**src/sv/scdp_pkg.sv**
```systemverilog
`timescale 1ns / 1ps
// ----------------------------------------------------------------------------
// scdp_pkg
// Shared constants, types and field tables for the SNAP/CDP record parser.
// ----------------------------------------------------------------------------
package scdp_pkg;

	// captured field sizes in bytes
	localparam int DEVICE_ID_BYTES = 16;
	localparam int PORT_BYTES      = 10;
	localparam int VERSION_BYTES   = 6;
	localparam int PLATFORM_BYTES  = 16;

	localparam int STORE_BYTES = DEVICE_ID_BYTES + PORT_BYTES + VERSION_BYTES + PLATFORM_BYTES;
	localparam int STORE_AW    = (STORE_BYTES > 1) ? $clog2(STORE_BYTES) : 1;

	localparam int MAX_A = (DEVICE_ID_BYTES > PORT_BYTES) ? DEVICE_ID_BYTES : PORT_BYTES;
	localparam int MAX_B = (VERSION_BYTES > PLATFORM_BYTES) ? VERSION_BYTES : PLATFORM_BYTES;
	localparam int MAX_FLD_BYTES = (MAX_A > MAX_B) ? MAX_A : MAX_B;
	localparam int IDX_W = (MAX_FLD_BYTES > 1) ? $clog2(MAX_FLD_BYTES) : 1;
	localparam int SZ_W  = $clog2(MAX_FLD_BYTES + 1);

	// field ids
	localparam logic [1:0] FLD_DEVICE   = 2'd0;
	localparam logic [1:0] FLD_PORT     = 2'd1;
	localparam logic [1:0] FLD_VERSION  = 2'd2;
	localparam logic [1:0] FLD_PLATFORM = 2'd3;

	// frame classes
	localparam logic [2:0] CLS_CDP         = 3'd0;
	localparam logic [2:0] CLS_WLCCP       = 3'd1;
	localparam logic [2:0] CLS_UNK_SNAP    = 3'd2;
	localparam logic [2:0] CLS_UNK_VERSION = 3'd3;
	localparam logic [2:0] CLS_SHORT       = 3'd4;

	// result kinds
	localparam logic KIND_CLASS  = 1'b0;
	localparam logic KIND_STRING = 1'b1;

	// protocol constants
	localparam logic [15:0] SNAP_DISC  = 16'h2000;
	localparam logic [15:0] SNAP_ZERO  = 16'h0000;
	localparam logic [7:0]  CDP_V1     = 8'h01;
	localparam logic [15:0] TLV_DEVICE   = 16'h0001;
	localparam logic [15:0] TLV_PORT     = 16'h0003;
	localparam logic [15:0] TLV_VERSION  = 16'h0005;
	localparam logic [15:0] TLV_PLATFORM = 16'h0006;

	// byte positions within the frame
	localparam logic [15:0] POS_SNAP_HI = 16'd6;
	localparam logic [15:0] POS_SNAP_LO = 16'd7;
	localparam logic [15:0] POS_VERSION = 16'd8;
	localparam logic [15:0] POS_TLV     = 16'd12;
	localparam logic [15:0] TLV_HDR     = 16'd4;

	typedef struct packed {
		logic       hit;
		logic [1:0] id;
	} scdp_fld_t;

	// controller to datapath
	typedef struct packed {
		logic take;      // accept the input byte
		logic cls_load;  // load class result into the output register
		logic rd_start;  // first store read of the dump
		logic rd_next;   // advance dump position and read
		logic str_load;  // load string byte into the output register
		logic clear;     // return frame state to zero
	} scdp_cmd_t;

	// datapath to controller
	typedef struct packed {
		logic out_free;
		logic is_cdp;
		logic dump_last;
	} scdp_sts_t;

	function automatic scdp_fld_t field_of(logic [15:0] t);
		scdp_fld_t r;
		r = '0;
		case (t)
			TLV_DEVICE: begin
				r.hit = 1'b1;
				r.id = FLD_DEVICE;
			end
			TLV_PORT: begin
				r.hit = 1'b1;
				r.id = FLD_PORT;
			end
			TLV_VERSION: begin
				r.hit = 1'b1;
				r.id = FLD_VERSION;
			end
			TLV_PLATFORM: begin
				r.hit = 1'b1;
				r.id = FLD_PLATFORM;
			end
			default: r = '0;
		endcase
		return r;
	endfunction

	function automatic logic [SZ_W-1:0] fld_size(logic [1:0] f);
		logic [SZ_W-1:0] r;
		case (f)
			FLD_DEVICE:  r = SZ_W'(DEVICE_ID_BYTES);
			FLD_PORT:    r = SZ_W'(PORT_BYTES);
			FLD_VERSION: r = SZ_W'(VERSION_BYTES);
			default:     r = SZ_W'(PLATFORM_BYTES);
		endcase
		return r;
	endfunction

	function automatic logic [STORE_AW-1:0] fld_base(logic [1:0] f);
		logic [STORE_AW-1:0] r;
		case (f)
			FLD_DEVICE:  r = '0;
			FLD_PORT:    r = STORE_AW'(DEVICE_ID_BYTES);
			FLD_VERSION: r = STORE_AW'(DEVICE_ID_BYTES + PORT_BYTES);
			default:     r = STORE_AW'(DEVICE_ID_BYTES + PORT_BYTES + VERSION_BYTES);
		endcase
		return r;
	endfunction

endpackage

```
**src/sv/scdp_ctrl.sv**
```systemverilog
`timescale 1ns / 1ps
// ----------------------------------------------------------------------------
// scdp_ctrl
// Sequencer: receive bytes, emit class result, then, for CDP frames, dump the string store.
// ----------------------------------------------------------------------------
module scdp_ctrl (
	input  logic                clk,
	input  logic                arst_n,
	input  logic                in_valid,
	input  logic                frame_last,
	output logic                in_ready,
	input  scdp_pkg::scdp_sts_t sts,
	output scdp_pkg::scdp_cmd_t cmd
);

	typedef enum logic [1:0] {
		S_RUN,
		S_CLASS,
		S_DUMP
	} state_t;

	state_t state_q;

	always_comb begin
		cmd = '0;
		in_ready = 1'b0;
		case (state_q)
			S_RUN: begin
				in_ready = 1'b1;
				cmd.take = in_valid;
			end
			S_CLASS: begin
				if (sts.out_free) begin
					cmd.cls_load = 1'b1;
					cmd.rd_start = sts.is_cdp;
					cmd.clear = !sts.is_cdp;
				end
			end
			S_DUMP: begin
				if (sts.out_free) begin
					cmd.str_load = 1'b1;
					cmd.clear = sts.dump_last;
					cmd.rd_next = !sts.dump_last;
				end
			end
			default: cmd = '0;
		endcase
	end

	always_ff @(posedge clk or negedge arst_n) begin
		if (!arst_n) begin
			state_q <= S_RUN;
		end else begin
			case (state_q)
				S_RUN: begin
					if (in_valid && frame_last)
						state_q <= S_CLASS;
				end
				S_CLASS: begin
					if (sts.out_free)
						state_q <= sts.is_cdp ? S_DUMP : S_RUN;
				end
				S_DUMP: begin
					if (sts.out_free && sts.dump_last)
						state_q <= S_RUN;
				end
				default: state_q <= S_RUN;
			endcase
		end
	end

endmodule

```
**src/sv/scdp_dp.sv**
```systemverilog
`timescale 1ns / 1ps
// ----------------------------------------------------------------------------
// scdp_dp
// Frame registers, record walker, string store and output register.
// ----------------------------------------------------------------------------
module scdp_dp (
	input  logic                clk,
	input  logic                arst_n,
	input  scdp_pkg::scdp_cmd_t cmd,
	output scdp_pkg::scdp_sts_t sts,
	input  logic [7:0]          data_byte,
	output logic                out_valid,
	input  logic                out_ready,
	output logic                item_kind,
	output logic [2:0]          frame_class,
	output logic [15:0]         type_code,
	output logic [1:0]          field_id,
	output logic [3:0]          byte_index,
	output logic [7:0]          byte_value,
	output logic                run_last
);

	localparam logic [15:0] OFS_TYPE_HI = 16'd0;
	localparam logic [15:0] OFS_TYPE_LO = 16'd1;
	localparam logic [15:0] OFS_LEN_HI  = 16'd2;
	localparam logic [15:0] OFS_LEN_LO  = 16'd3;

	logic [15:0] frame_pos_q;
	logic [15:0] snap_type_q;
	logic [7:0]  version_q;
	logic [15:0] rec_type_q;
	logic [15:0] rec_length_q;
	logic [15:0] rec_offset_q;
	logic        stopped_q;
	logic [scdp_pkg::STORE_BYTES-1:0] valid_q;

	logic [7:0] mem_q [scdp_pkg::STORE_BYTES];
	logic [7:0] rd_q;
	logic       rv_q;

	logic [1:0]                 dfield_q;
	logic [scdp_pkg::IDX_W-1:0] didx_q;

	logic        out_valid_q;
	logic        kind_q;
	logic [2:0]  class_q;
	logic [15:0] code_q;
	logic [1:0]  fid_q;
	logic [3:0]  bidx_q;
	logic [7:0]  bval_q;
	logic        last_q;

	// record walker
	logic                         walk;
	scdp_pkg::scdp_fld_t          fo;
	logic [15:0]                  len_full;
	logic [15:0]                  off_m4;
	logic [15:0]                  ofs_inc;
	logic [15:0]                  len_eff;
	logic                         short_len;
	logic                         wr_en;
	logic [scdp_pkg::STORE_AW-1:0] wa;
	logic                         fld_clr;
	logic [scdp_pkg::STORE_AW-1:0] clr_base;
	logic [scdp_pkg::STORE_AW:0]   clr_end;

	// class
	logic [2:0]  cls;
	logic [15:0] code;

	// dump
	logic                          cur_last;
	logic [1:0]                    nfield;
	logic [scdp_pkg::IDX_W-1:0]    nidx;
	logic [scdp_pkg::STORE_AW-1:0] ra;
	logic                          rd_en;

	always_comb begin
		walk = cmd.take && (frame_pos_q >= scdp_pkg::POS_TLV)
			&& (snap_type_q == scdp_pkg::SNAP_DISC) && (version_q == scdp_pkg::CDP_V1)
			&& !stopped_q;
		fo = scdp_pkg::field_of(rec_type_q);
		len_full = {rec_length_q[15:8], data_byte};
		short_len = (len_full < scdp_pkg::TLV_HDR);
		off_m4 = rec_offset_q - scdp_pkg::TLV_HDR;
		ofs_inc = rec_offset_q + 16'd1;
		len_eff = (rec_offset_q == OFS_LEN_LO) ? len_full : rec_length_q;
		wr_en = walk && (rec_offset_q >= scdp_pkg::TLV_HDR) && fo.hit
			&& (off_m4 < 16'(scdp_pkg::fld_size(fo.id)));
		wa = scdp_pkg::fld_base(fo.id) + scdp_pkg::STORE_AW'(off_m4);
		fld_clr = walk && (rec_offset_q == OFS_LEN_LO) && !short_len && fo.hit;
		clr_base = scdp_pkg::fld_base(fo.id);
		clr_end = {1'b0, clr_base} + (scdp_pkg::STORE_AW + 1)'(scdp_pkg::fld_size(fo.id));
	end

	always_ff @(posedge clk or negedge arst_n) begin
		if (!arst_n) begin
			frame_pos_q <= '0;
			snap_type_q <= '0;
			version_q <= '0;
			rec_type_q <= '0;
			rec_length_q <= '0;
			rec_offset_q <= '0;
			stopped_q <= 1'b0;
			valid_q <= '0;
		end else if (cmd.clear) begin
			frame_pos_q <= '0;
			snap_type_q <= '0;
			version_q <= '0;
			rec_type_q <= '0;
			rec_length_q <= '0;
			rec_offset_q <= '0;
			stopped_q <= 1'b0;
			valid_q <= '0;
		end else if (cmd.take) begin
			if (frame_pos_q != 16'hffff)
				frame_pos_q <= frame_pos_q + 16'd1;
			if (frame_pos_q == scdp_pkg::POS_SNAP_HI) begin
				snap_type_q[15:8] <= data_byte;
			end else if (frame_pos_q == scdp_pkg::POS_SNAP_LO) begin
				snap_type_q[7:0] <= data_byte;
			end else if (frame_pos_q == scdp_pkg::POS_VERSION) begin
				version_q <= data_byte;
			end else if (walk) begin
				case (rec_offset_q)
					OFS_TYPE_HI: rec_type_q <= {data_byte, 8'h00};
					OFS_TYPE_LO: rec_type_q[7:0] <= data_byte;
					OFS_LEN_HI:  rec_length_q <= {data_byte, 8'h00};
					OFS_LEN_LO:  rec_length_q[7:0] <= data_byte;
					default:     rec_length_q <= rec_length_q;
				endcase
				// a record length under the header size ends the walk
				if (rec_offset_q == OFS_LEN_LO && short_len)
					stopped_q <= 1'b1;
				else if (ofs_inc >= scdp_pkg::TLV_HDR && ofs_inc >= len_eff)
					rec_offset_q <= '0;
				else
					rec_offset_q <= ofs_inc;
				for (int e = 0; e < scdp_pkg::STORE_BYTES; e++) begin
					if (fld_clr && (e >= int'(clr_base)) && (e < int'(clr_end)))
						valid_q[e] <= 1'b0;
				end
				if (wr_en)
					valid_q[wa] <= 1'b1;
			end
		end
	end

	// class of the finished frame; frame_pos is already one past the last byte
	always_comb begin
		code = '0;
		if (frame_pos_q <= scdp_pkg::POS_SNAP_LO) begin
			cls = scdp_pkg::CLS_SHORT;
		end else if (snap_type_q == scdp_pkg::SNAP_DISC) begin
			if (frame_pos_q <= scdp_pkg::POS_VERSION) begin
				cls = scdp_pkg::CLS_SHORT;
			end else if (version_q != scdp_pkg::CDP_V1) begin
				cls = scdp_pkg::CLS_UNK_VERSION;
				code = {8'h00, version_q};
			end else begin
				cls = scdp_pkg::CLS_CDP;
			end
		end else if (snap_type_q == scdp_pkg::SNAP_ZERO) begin
			cls = scdp_pkg::CLS_WLCCP;
		end else begin
			cls = scdp_pkg::CLS_UNK_SNAP;
			code = snap_type_q;
		end
	end

	// dump walk over fields and byte positions
	always_comb begin
		cur_last = (didx_q == scdp_pkg::IDX_W'(scdp_pkg::fld_size(dfield_q) - scdp_pkg::SZ_W'(1)));
		if (cmd.rd_start) begin
			nfield = scdp_pkg::FLD_DEVICE;
			nidx = '0;
		end else if (cur_last) begin
			nfield = dfield_q + 2'd1;
			nidx = '0;
		end else begin
			nfield = dfield_q;
			nidx = didx_q + scdp_pkg::IDX_W'(1);
		end
		ra = scdp_pkg::fld_base(nfield) + scdp_pkg::STORE_AW'(nidx);
		rd_en = cmd.rd_start || cmd.rd_next;
	end

	always_ff @(posedge clk) begin
		if (wr_en)
			mem_q[wa] <= data_byte;
		if (rd_en) begin
			rd_q <= mem_q[ra];
			rv_q <= valid_q[ra];
			dfield_q <= nfield;
			didx_q <= nidx;
		end
	end

	// output register
	always_ff @(posedge clk or negedge arst_n) begin
		if (!arst_n)
			out_valid_q <= 1'b0;
		else if (cmd.cls_load || cmd.str_load)
			out_valid_q <= 1'b1;
		else if (out_ready)
			out_valid_q <= 1'b0;
	end

	always_ff @(posedge clk) begin
		if (cmd.cls_load) begin
			kind_q <= scdp_pkg::KIND_CLASS;
			class_q <= cls;
			code_q <= code;
			fid_q <= '0;
			bidx_q <= '0;
			bval_q <= '0;
			last_q <= (cls != scdp_pkg::CLS_CDP);
		end else if (cmd.str_load) begin
			kind_q <= scdp_pkg::KIND_STRING;
			class_q <= '0;
			code_q <= '0;
			fid_q <= dfield_q;
			bidx_q <= 4'(didx_q);
			bval_q <= rv_q ? rd_q : 8'h00;
			last_q <= (dfield_q == scdp_pkg::FLD_PLATFORM) && cur_last;
		end
	end

	assign sts.out_free = !out_valid_q || out_ready;
	assign sts.is_cdp = (cls == scdp_pkg::CLS_CDP);
	assign sts.dump_last = (dfield_q == scdp_pkg::FLD_PLATFORM) && cur_last;

	assign out_valid = out_valid_q;
	assign item_kind = kind_q;
	assign frame_class = class_q;
	assign type_code = code_q;
	assign field_id = fid_q;
	assign byte_index = bidx_q;
	assign byte_value = bval_q;
	assign run_last = last_q;

endmodule

```
**src/sv/snap_cdp_tlv_parser.sv**
```systemverilog
`timescale 1ns / 1ps
// ----------------------------------------------------------------------------
// snap_cdp_tlv_parser
// LLC/SNAP frame classifier with a CDP v1 record walker and string capture.
// ----------------------------------------------------------------------------
// Frame bytes are taken one per cycle while in_ready is high. After the last
// byte the block stops taking input, forms the class, then sends the class
// result and, for CDP version 1 frames, the 48 captured string bytes (device
// id, port, version, platform) at one per cycle when the output does not
// stall, from the single read port of the string store. Input is thus held
// off until the frame's last result is loaded, longer if the output stalls.
// A finished result waits in an output register while the next frame's bytes
// are accepted.
module snap_cdp_tlv_parser (
	input  logic        clk,
	input  logic        arst_n,
	input  logic        in_valid,
	output logic        in_ready,
	input  logic [7:0]  data_byte,
	input  logic        frame_last,
	output logic        out_valid,
	input  logic        out_ready,
	output logic        item_kind,
	output logic [2:0]  frame_class,
	output logic [15:0] type_code,
	output logic [1:0]  field_id,
	output logic [3:0]  byte_index,
	output logic [7:0]  byte_value,
	output logic        run_last
);

	scdp_pkg::scdp_cmd_t cmd;
	scdp_pkg::scdp_sts_t sts;

	scdp_ctrl u_ctrl (
		.clk        (clk),
		.arst_n     (arst_n),
		.in_valid   (in_valid),
		.frame_last (frame_last),
		.in_ready   (in_ready),
		.sts        (sts),
		.cmd        (cmd)
	);

	scdp_dp u_dp (
		.clk         (clk),
		.arst_n      (arst_n),
		.cmd         (cmd),
		.sts         (sts),
		.data_byte   (data_byte),
		.out_valid   (out_valid),
		.out_ready   (out_ready),
		.item_kind   (item_kind),
		.frame_class (frame_class),
		.type_code   (type_code),
		.field_id    (field_id),
		.byte_index  (byte_index),
		.byte_value  (byte_value),
		.run_last    (run_last)
	);

endmodule

```
**config.mk**
```make
export PLATFORM = sky130hd
export DESIGN_NAME = snap_cdp_tlv_parser
export DESIGN_NICKNAME = d
export VERILOG_FILES = /design/src/sv/scdp_pkg.sv /design/src/sv/scdp_ctrl.sv /design/src/sv/scdp_dp.sv /design/src/sv/snap_cdp_tlv_parser.sv
export SDC_FILE = /design/constraint.sdc
export NUM_CORES = 1
export LEC_CHECK = 0
export BUFFER_PORTS_ARGS = -buffer_cell sky130_fd_sc_hd__buf_2
export CAP_MARGIN = 20
export CORE_MARGIN = 4
export CORE_UTILIZATION = 55
export DETAILED_ROUTE_END_ITERATION = 10
export PLACE_DENSITY = 0.77
export SLEW_MARGIN = 20
export SYNTH_ARGS = -nofsm -noshare
export SYNTH_HDL_FRONTEND = slang
export SYNTH_SLANG_ARGS = --single-unit
```
**constraint.sdc**
```tcl
create_clock -name clk -period 11.4 [get_ports clk]
set_clock_uncertainty 0.15 [all_clocks]
set_input_delay 2.28 -clock clk [delete_from_list [all_inputs] [get_ports clk]]
set_output_delay 2.28 -clock clk [all_outputs]
set_load 0.01 [all_outputs]
```
### After elaboration in Yosys (flattened, before gate mapping)

Memories as Yosys holds them, arrays and structs flattened. A register that Yosys moved wholly into a read port is not among the register bits.
Cells that the tools add are included.

| cells by class | value |
|---|---|
| add/subtract/negate cells | 9 |
| $mul | 0 |
| div/mod/pow operators | 0 |
| order comparisons | 107 |
| equal/unequal tests | 31 |
| shift operators | 0 |
| multiplexer cells | 435 |
| bitwise operators | 1 |
| reduce and logical (&&, ||, !) cells | 152 |

Operators with widths:

| operator | count |
|---|---|
| $mux 16 | 31 |
| $mux 1 | 354 |
| $mux 48 | 7 |
| $logic_and 1x1->1 | 112 |
| $lt 5x7->1 const A | 16 |
| $lt 6x7->1 const A | 16 |
| $mux 8 | 13 |
| $ge 5x6->1 const A | 16 |
| $ge 6x6->1 const A | 16 |
| $eq 16x3->1 const B | 4 |
| $lt 4x7->1 const A | 8 |
| $eq 16x2->1 const B | 3 |
| $ge 4x6->1 const A | 8 |
| $or 48x48->48 | 1 |
| $pmux 6 s3 | 2 |
| $reduce_and 6->1 | 6 |
| $add 16x1->16 const B | 2 |
| $eq 16x1->1 const B | 2 |
| $ge 16x3->1 const B | 2 |
| $logic_not 16->1 | 2 |
| $pmux 8 s2 | 2 |
| $lt 3x7->1 const A | 4 |
| $ge 3x6->1 const A | 4 |
| $mux 2 | 11 |
| 48 further kinds | 93 |

| storage, ports and cells | value |
|---|---|
| flip-flop bits (word level) | 182 |
| latch bits | 0 |
| RAM bits | 384 |
| memory bits (read-only) | 0 |
| bits of input ports | 13 |
| output and inout port bits | 37 |
| word-level logic and storage cells | 759 |
| memories kept | 1 |

Memory list:

| name | words | bits a word | rd ports | clocked after memory_dff | wr ports | RTL line | text |
|---|---|---|---|---|---|---|---|
| u_dp.mem_q | 48 | 8 | 1 | 1 | 1 | scdp_dp.sv:37 | `logic [7:0] mem_q [scdp_pkg::STORE_BYTES];` |

### Depth between registers and ports, before layout

| depth | value |
|---|---|
| depth in word-level cells | 26 |
| mapped depth | 20 |
| mapped depth without buffers | 18 |

### Modules after synthesis

Synthesis repeated with hierarchy kept, for this count alone.

| unflattened totals | value |
|---|---|
| cells, all modules | 1651 |
| area, all modules | 24987.7 µm² |

Modules (own cells, without submodules):

| module | instances | cells an instance | area each (µm²) | seq. area each (µm²) |
|---|---|---|---|---|
| scdp_dp | 1 | 1626 | 24763.8 | 16335.7 |
| scdp_ctrl | 1 | 25 | 224.0 | 50.0 |

### Worst setup path after synthesis

No wires, ideal clock.

| path | value |
|---|---|
| path type | in2reg |
| start | input port out_ready |
| end | register u_dp.rv_q (data pin) |
| library setup time | 0.261 ns |
| arrival | 5.654 ns |
| required time | 10.989 ns |
| path slack | 5.335 ns |
| cell stages on the path | 16 |
| buffers on the path | 5 |
| cells stage by stage | nand2b_1 > clkbuf_1 > and2_1 > clkbuf_1 > a21oi_1 > ha_1 > ha_1 > ha_1 > xor2_1 > clkbuf_1 > clkbuf_1 > clkbuf_1 > mux2_2 > nand3_1 > nand3_1 > a311o_1 |

| between the ends | value |
|---|---|
| longest elaborated chain between the ends | 9 |
| elaborated cells on any way between the ends | 12 |
| classes of those cells | add/sub (1); eq/ne (2); mux (7); reduce/logical (2) |

RTL lines:

| item | RTL line | text |
|---|---|---|
| from (decl) | snap_cdp_tlv_parser.sv:22 | `input logic out_ready,` |
| $logic_or 1x1->1 (*) | scdp_dp.sv:229 | `assign sts.out_free = !out_valid_q \|\| out_ready;` |
| $mux 2 (*) | scdp_ctrl.sv:33 | `if (sts.out_free) begin` |
| $mux 2 (*) | scdp_ctrl.sv:27 | `case (state_q)` |
| $mux 2 (*) | scdp_dp.sv:174 | `if (cmd.rd_start) begin` |
| via u_dp.nfield[1] | scdp_dp.sv:73 | `logic [1:0] nfield;` |
| $eq 2x2->1 (tied with other cells) | scdp_pkg.sv:116 | `case (f)` |
| $pmux 6 s3 (*) | scdp_pkg.sv:116 |  |
| $add 6x4->6 (*) | scdp_dp.sv:184 | `ra = scdp_pkg::fld_base(nfield) + scdp_pkg::STORE_AW'(nidx);` |
| $bmux 1 s6 (*) | scdp_dp.sv:193 | `rv_q <= valid_q[ra];` |
| $mux 1 (implied by the code) (*) | scdp_dp.sv:193 |  |
| to (signal assigned) | scdp_dp.sv:193 |  |
| to (decl) | scdp_dp.sv:39 | `logic rv_q;` |

The timed path passes the listed nets; every way through them passes the cells marked *. The select of a mux whose other input is x is not followed.
A chain may end at the register's enable or synchronous reset.

### Worst setup path after layout

| path | value |
|---|---|
| start | input port out_ready |
| end | register u_dp.rd_q[3], read port of u_dp.mem_q (data pin) |

| between the ends | value |
|---|---|
| elaborated cells on any way between the ends | 13 |
| classes of those cells | add/sub (1); eq/ne (2); mux (7); reduce/logical (3) |

RTL lines:

| item | RTL line | text |
|---|---|---|
| $logic_or 1x1->1 | scdp_dp.sv:229 |  |
| $mux 2 | scdp_ctrl.sv:33 |  |
| $mux 2 | scdp_ctrl.sv:27 |  |
| $mux 4 | scdp_dp.sv:174 |  |
| via u_dp.nidx, one bit | scdp_dp.sv:74 | `logic [scdp_pkg::IDX_W-1:0] nidx;` |
| $add 6x4->6 | scdp_dp.sv:184 |  |
| to (decl) | scdp_dp.sv:38 | `logic [7:0] rd_q;` |

The timed path passes the listed nets, and every way through them passes these cells.

==> out/metrics.yaml <==
start_util: 0.5569
rsz0062_at_grt: "no"
path_max_fanout: 23
end_kind: "flop"
hpwl_um: 38810
slowest_delay_ns: 0.96
slew_viol_final: 0
num_rows: 78
required_ns: 11.59
pre_cts_slack_ns: 4.596
vias: 16680
max_clock_freq_mhz: 161.6
worst_slew_pin_slew_ns: 1.071
drtAntennaViolNets: 0
min_from: "u_dp.field_id[1]"
critPathKind: "input port to flop"
final_area_sq_mm: 0.02794
r2r.worst_path.cells: 14
clockBufferDepth: 3
peakVddDrop_mv: 0.1594
grt_pass1_wl_um: 95420
cpMaxStageDelayCell: "ha_1"
hold_slack_ns: 0.3051
wl_per_cell_um: 22.85
r2r-end: "u_dp.mem_q[14][4]"
drtPass1Iterations: 6
start_kind: "input port"
gp_congestion: 0.9500
syn2layout_area_growth_pct: 10.56
path_delay_family: "simple AND/OR/NAND/NOR gates"
grt_pass1_vias: 16350
syn_inst: 2021
ys_seq_elements: 574
ys_async_sr_fraction: 0.2439
numPortBuffers: 49
cp.buffers_inverters: 1
htree_levels: 2
power_leakage_nw: 10.58
synth_nets: 2087
slew_headroom: 0.2833
clkLatencyLatePin_ns: 0.62
r2r_slack_ns: 5.95
finalNetCount: 2103
drv_cap: 0
dpl_cell_area_sq_mm: 0.02599
post-route-period-util: 0.5430
r2r-start: "u_dp.rec_type_q[9]"
setup_tns_ns: 0
min_period_ns: 6.190
synth_top_cells_by_area: "edfxtp_1 50%, dfrtp_1 14%, nand2_1 6.0%, mux4_2 4.5%, ha_1 2.6%"
synthFlopType: "edfxtp_1"
drtIter0Drc: 2150
io_pins: 50
synth_top_area_frac: 0.4978
powerDensity_mw_per_mm2: 171.2
final-hold-violation-count: 0
drc: 0
synth-edff-count: 419
synth-seq-area-share: 0.6483
n_fill_cell: 3327
postCtsSetupBuffers: 0
antenna_found_initial: 0
outcome: "complete, no violations"
finalWorstSetupSlack_ns: 5.210
hold_class: "flop to flop"
hold_depth: 2
synth_cell_type_count: 69
clkTransAtPathRegs_ns: 0.07
cts_hold_buf: 0
dieWidth_um: 222.4
setup_viol: 0
yosys_warnings: 0
clock-sinks: 574
die_h_um: 222.4
netlist.top_cell.by_area: "edfxtp_1"
syn_area_per_cell_sq_um: 12.51
via_per_inst: 6.213
crit_chain: "buf_2 > nand2b_1 > and2_1 > nand4_1 > and3_1 > ha_2 > ha_1 > nor2b_1 > nand2_1 > a21oi_1 > a2111oi_0 > a211oi_1"
core-area_sq_mm: 0.04538
final_layout_size_suffix_gt1_frac: 0.1157
numCtsBuffers: 55
fin_util: 0.6157
grt_max_degree: 93
cts_root_buf: "clkbuf_16"
syn_area_sq_mm: 0.02527
die-area_sq_mm: 0.04944
wirelength_um: 61340
hold_path_end: "u_dp.field_id[1]"
grt.overflow.total: 0
grtUsageTotal: 0.2449
cts_resized: 0
crit_arrival_ns: 6.38
tritoncts: "built"
worst reg2reg max path, delay by kind of cell (launching register included):
family / cells / cell delay (ns)
simple gates: 7 / 3.17
fa+ha+maj: 2 / 0.60
compound gates: 3 / 0.42
buf+inv: 2 / 0.34
flops: 1 / 0.38
sequential cells by signal, summed over array words and instances (netlist names), 16 cells and up:
name,flops
u_dp.frame_pos_q,16
u_dp.mem_q,384
u_dp.rec_length_q,16
u_dp.rec_offset_q,16
u_dp.rec_type_q,16
u_dp.snap_type_q,16
u_dp.type_code,16
u_dp.valid_q,48
placed cells by master (no fill, tap or decap), types with 48 or more instances in the layout:
cell	synthesis	final
a21oi_1	88	87
a31oi_1	53	53
buf_2	15	48
clkbuf_16	0	57
dfrtp_1	140	140
edfxtp_1	419	419
ha_1	53	52
mux4_2	51	51
nand2_1	407	407
nand3_1	54	54
nor2_1	142	141
o21ai_0	61	61
routing by layer:
layer  vias to the layer above  part of all wire  global-route usage
li1                       7418                 -                   -
met1                      8265              0.40              0.3464
met2                       854              0.48              0.3922
met3                       140             0.088             0.04505
met4                         0             0.032             0.07775
met5                         -                 0                   0
power by group:
group	internal [W]	switching [W]	leakage (nW)	total (W)
registers	0.00232	0.0000508	5.83	0.00237
clock network	0.00113	0.000795	0.939	0.00192
logic	0.000133	0.000360	3.81	0.000493
total	0.00358	0.00121	10.6	0.00478
metrics by stage:
step	std cells	power (W)
2_1_floorplan	2021	0.002714
3_3_place_gp	2580	0.002875
3_5_place_dp	2580	0.002893
4_1_cts	2683	0.004801
5_1_grt	2683	0.004955
6_report	2684	0.004785
worst max path at each step:
stage              start      endpoint  slack (ns)  cells after the start
2_1_floorplan  out_ready     u_dp.rv_q        5.34                     16
3_3_place_gp   out_ready  u_dp.rd_q[1]        4.70                     17
3_5_place_dp   out_ready  u_dp.rd_q[1]        4.60                     17
4_1_cts        out_ready  u_dp.rd_q[1]        5.21                     17
5_1_grt        out_ready  u_dp.rd_q[6]        5.00                     14
6_report       out_ready  u_dp.rd_q[3]        5.21                     12
cell type report:
cell class,instances,area (sq um),area share
Multi-Input combinational cell,1288,8279,0.2963
Sequential cell,574,16390,0.5864
Inverter,48,182.7,0.006537
Tap cell,600,750.7,0.02687
Antenna cell,1,2.502,0.00008955
Clock inverter,36,415.4,0.01487
Timing Repair Buffer,70,412.9,0.01478
Clock buffer,67,1514,0.05418
synthesized netlist by cell type, drive strengths merged (33+ instances only):
master  instances
inv            48
xnor2          33
ha             53
mux2i          47
edfxtp        419
nor2          142
mux4           51
and3           38
a31oi          54
a21oi          88
nand2         407
o21ai          67
nand3          54
buf            39
dfrtp         140
clkbuf         72
kinds of logic (layout without fill, tap and decap cells):
kind of cell,Yosys count,in the layout,synth area share
multiplexers,101,101,0.06540
other,0,1,0
adder cells (fa/ha/maj),53,53,0.02624
XOR/XNOR,55,55,0.01906
AO/OA/AOI/OAI,318,318,0.07946
buffers and inverters,159,221,0.02639
flip-flops,574,574,0.6483
AND/OR/NAND/NOR,761,761,0.1351
(Power assumes the default switching activity.)
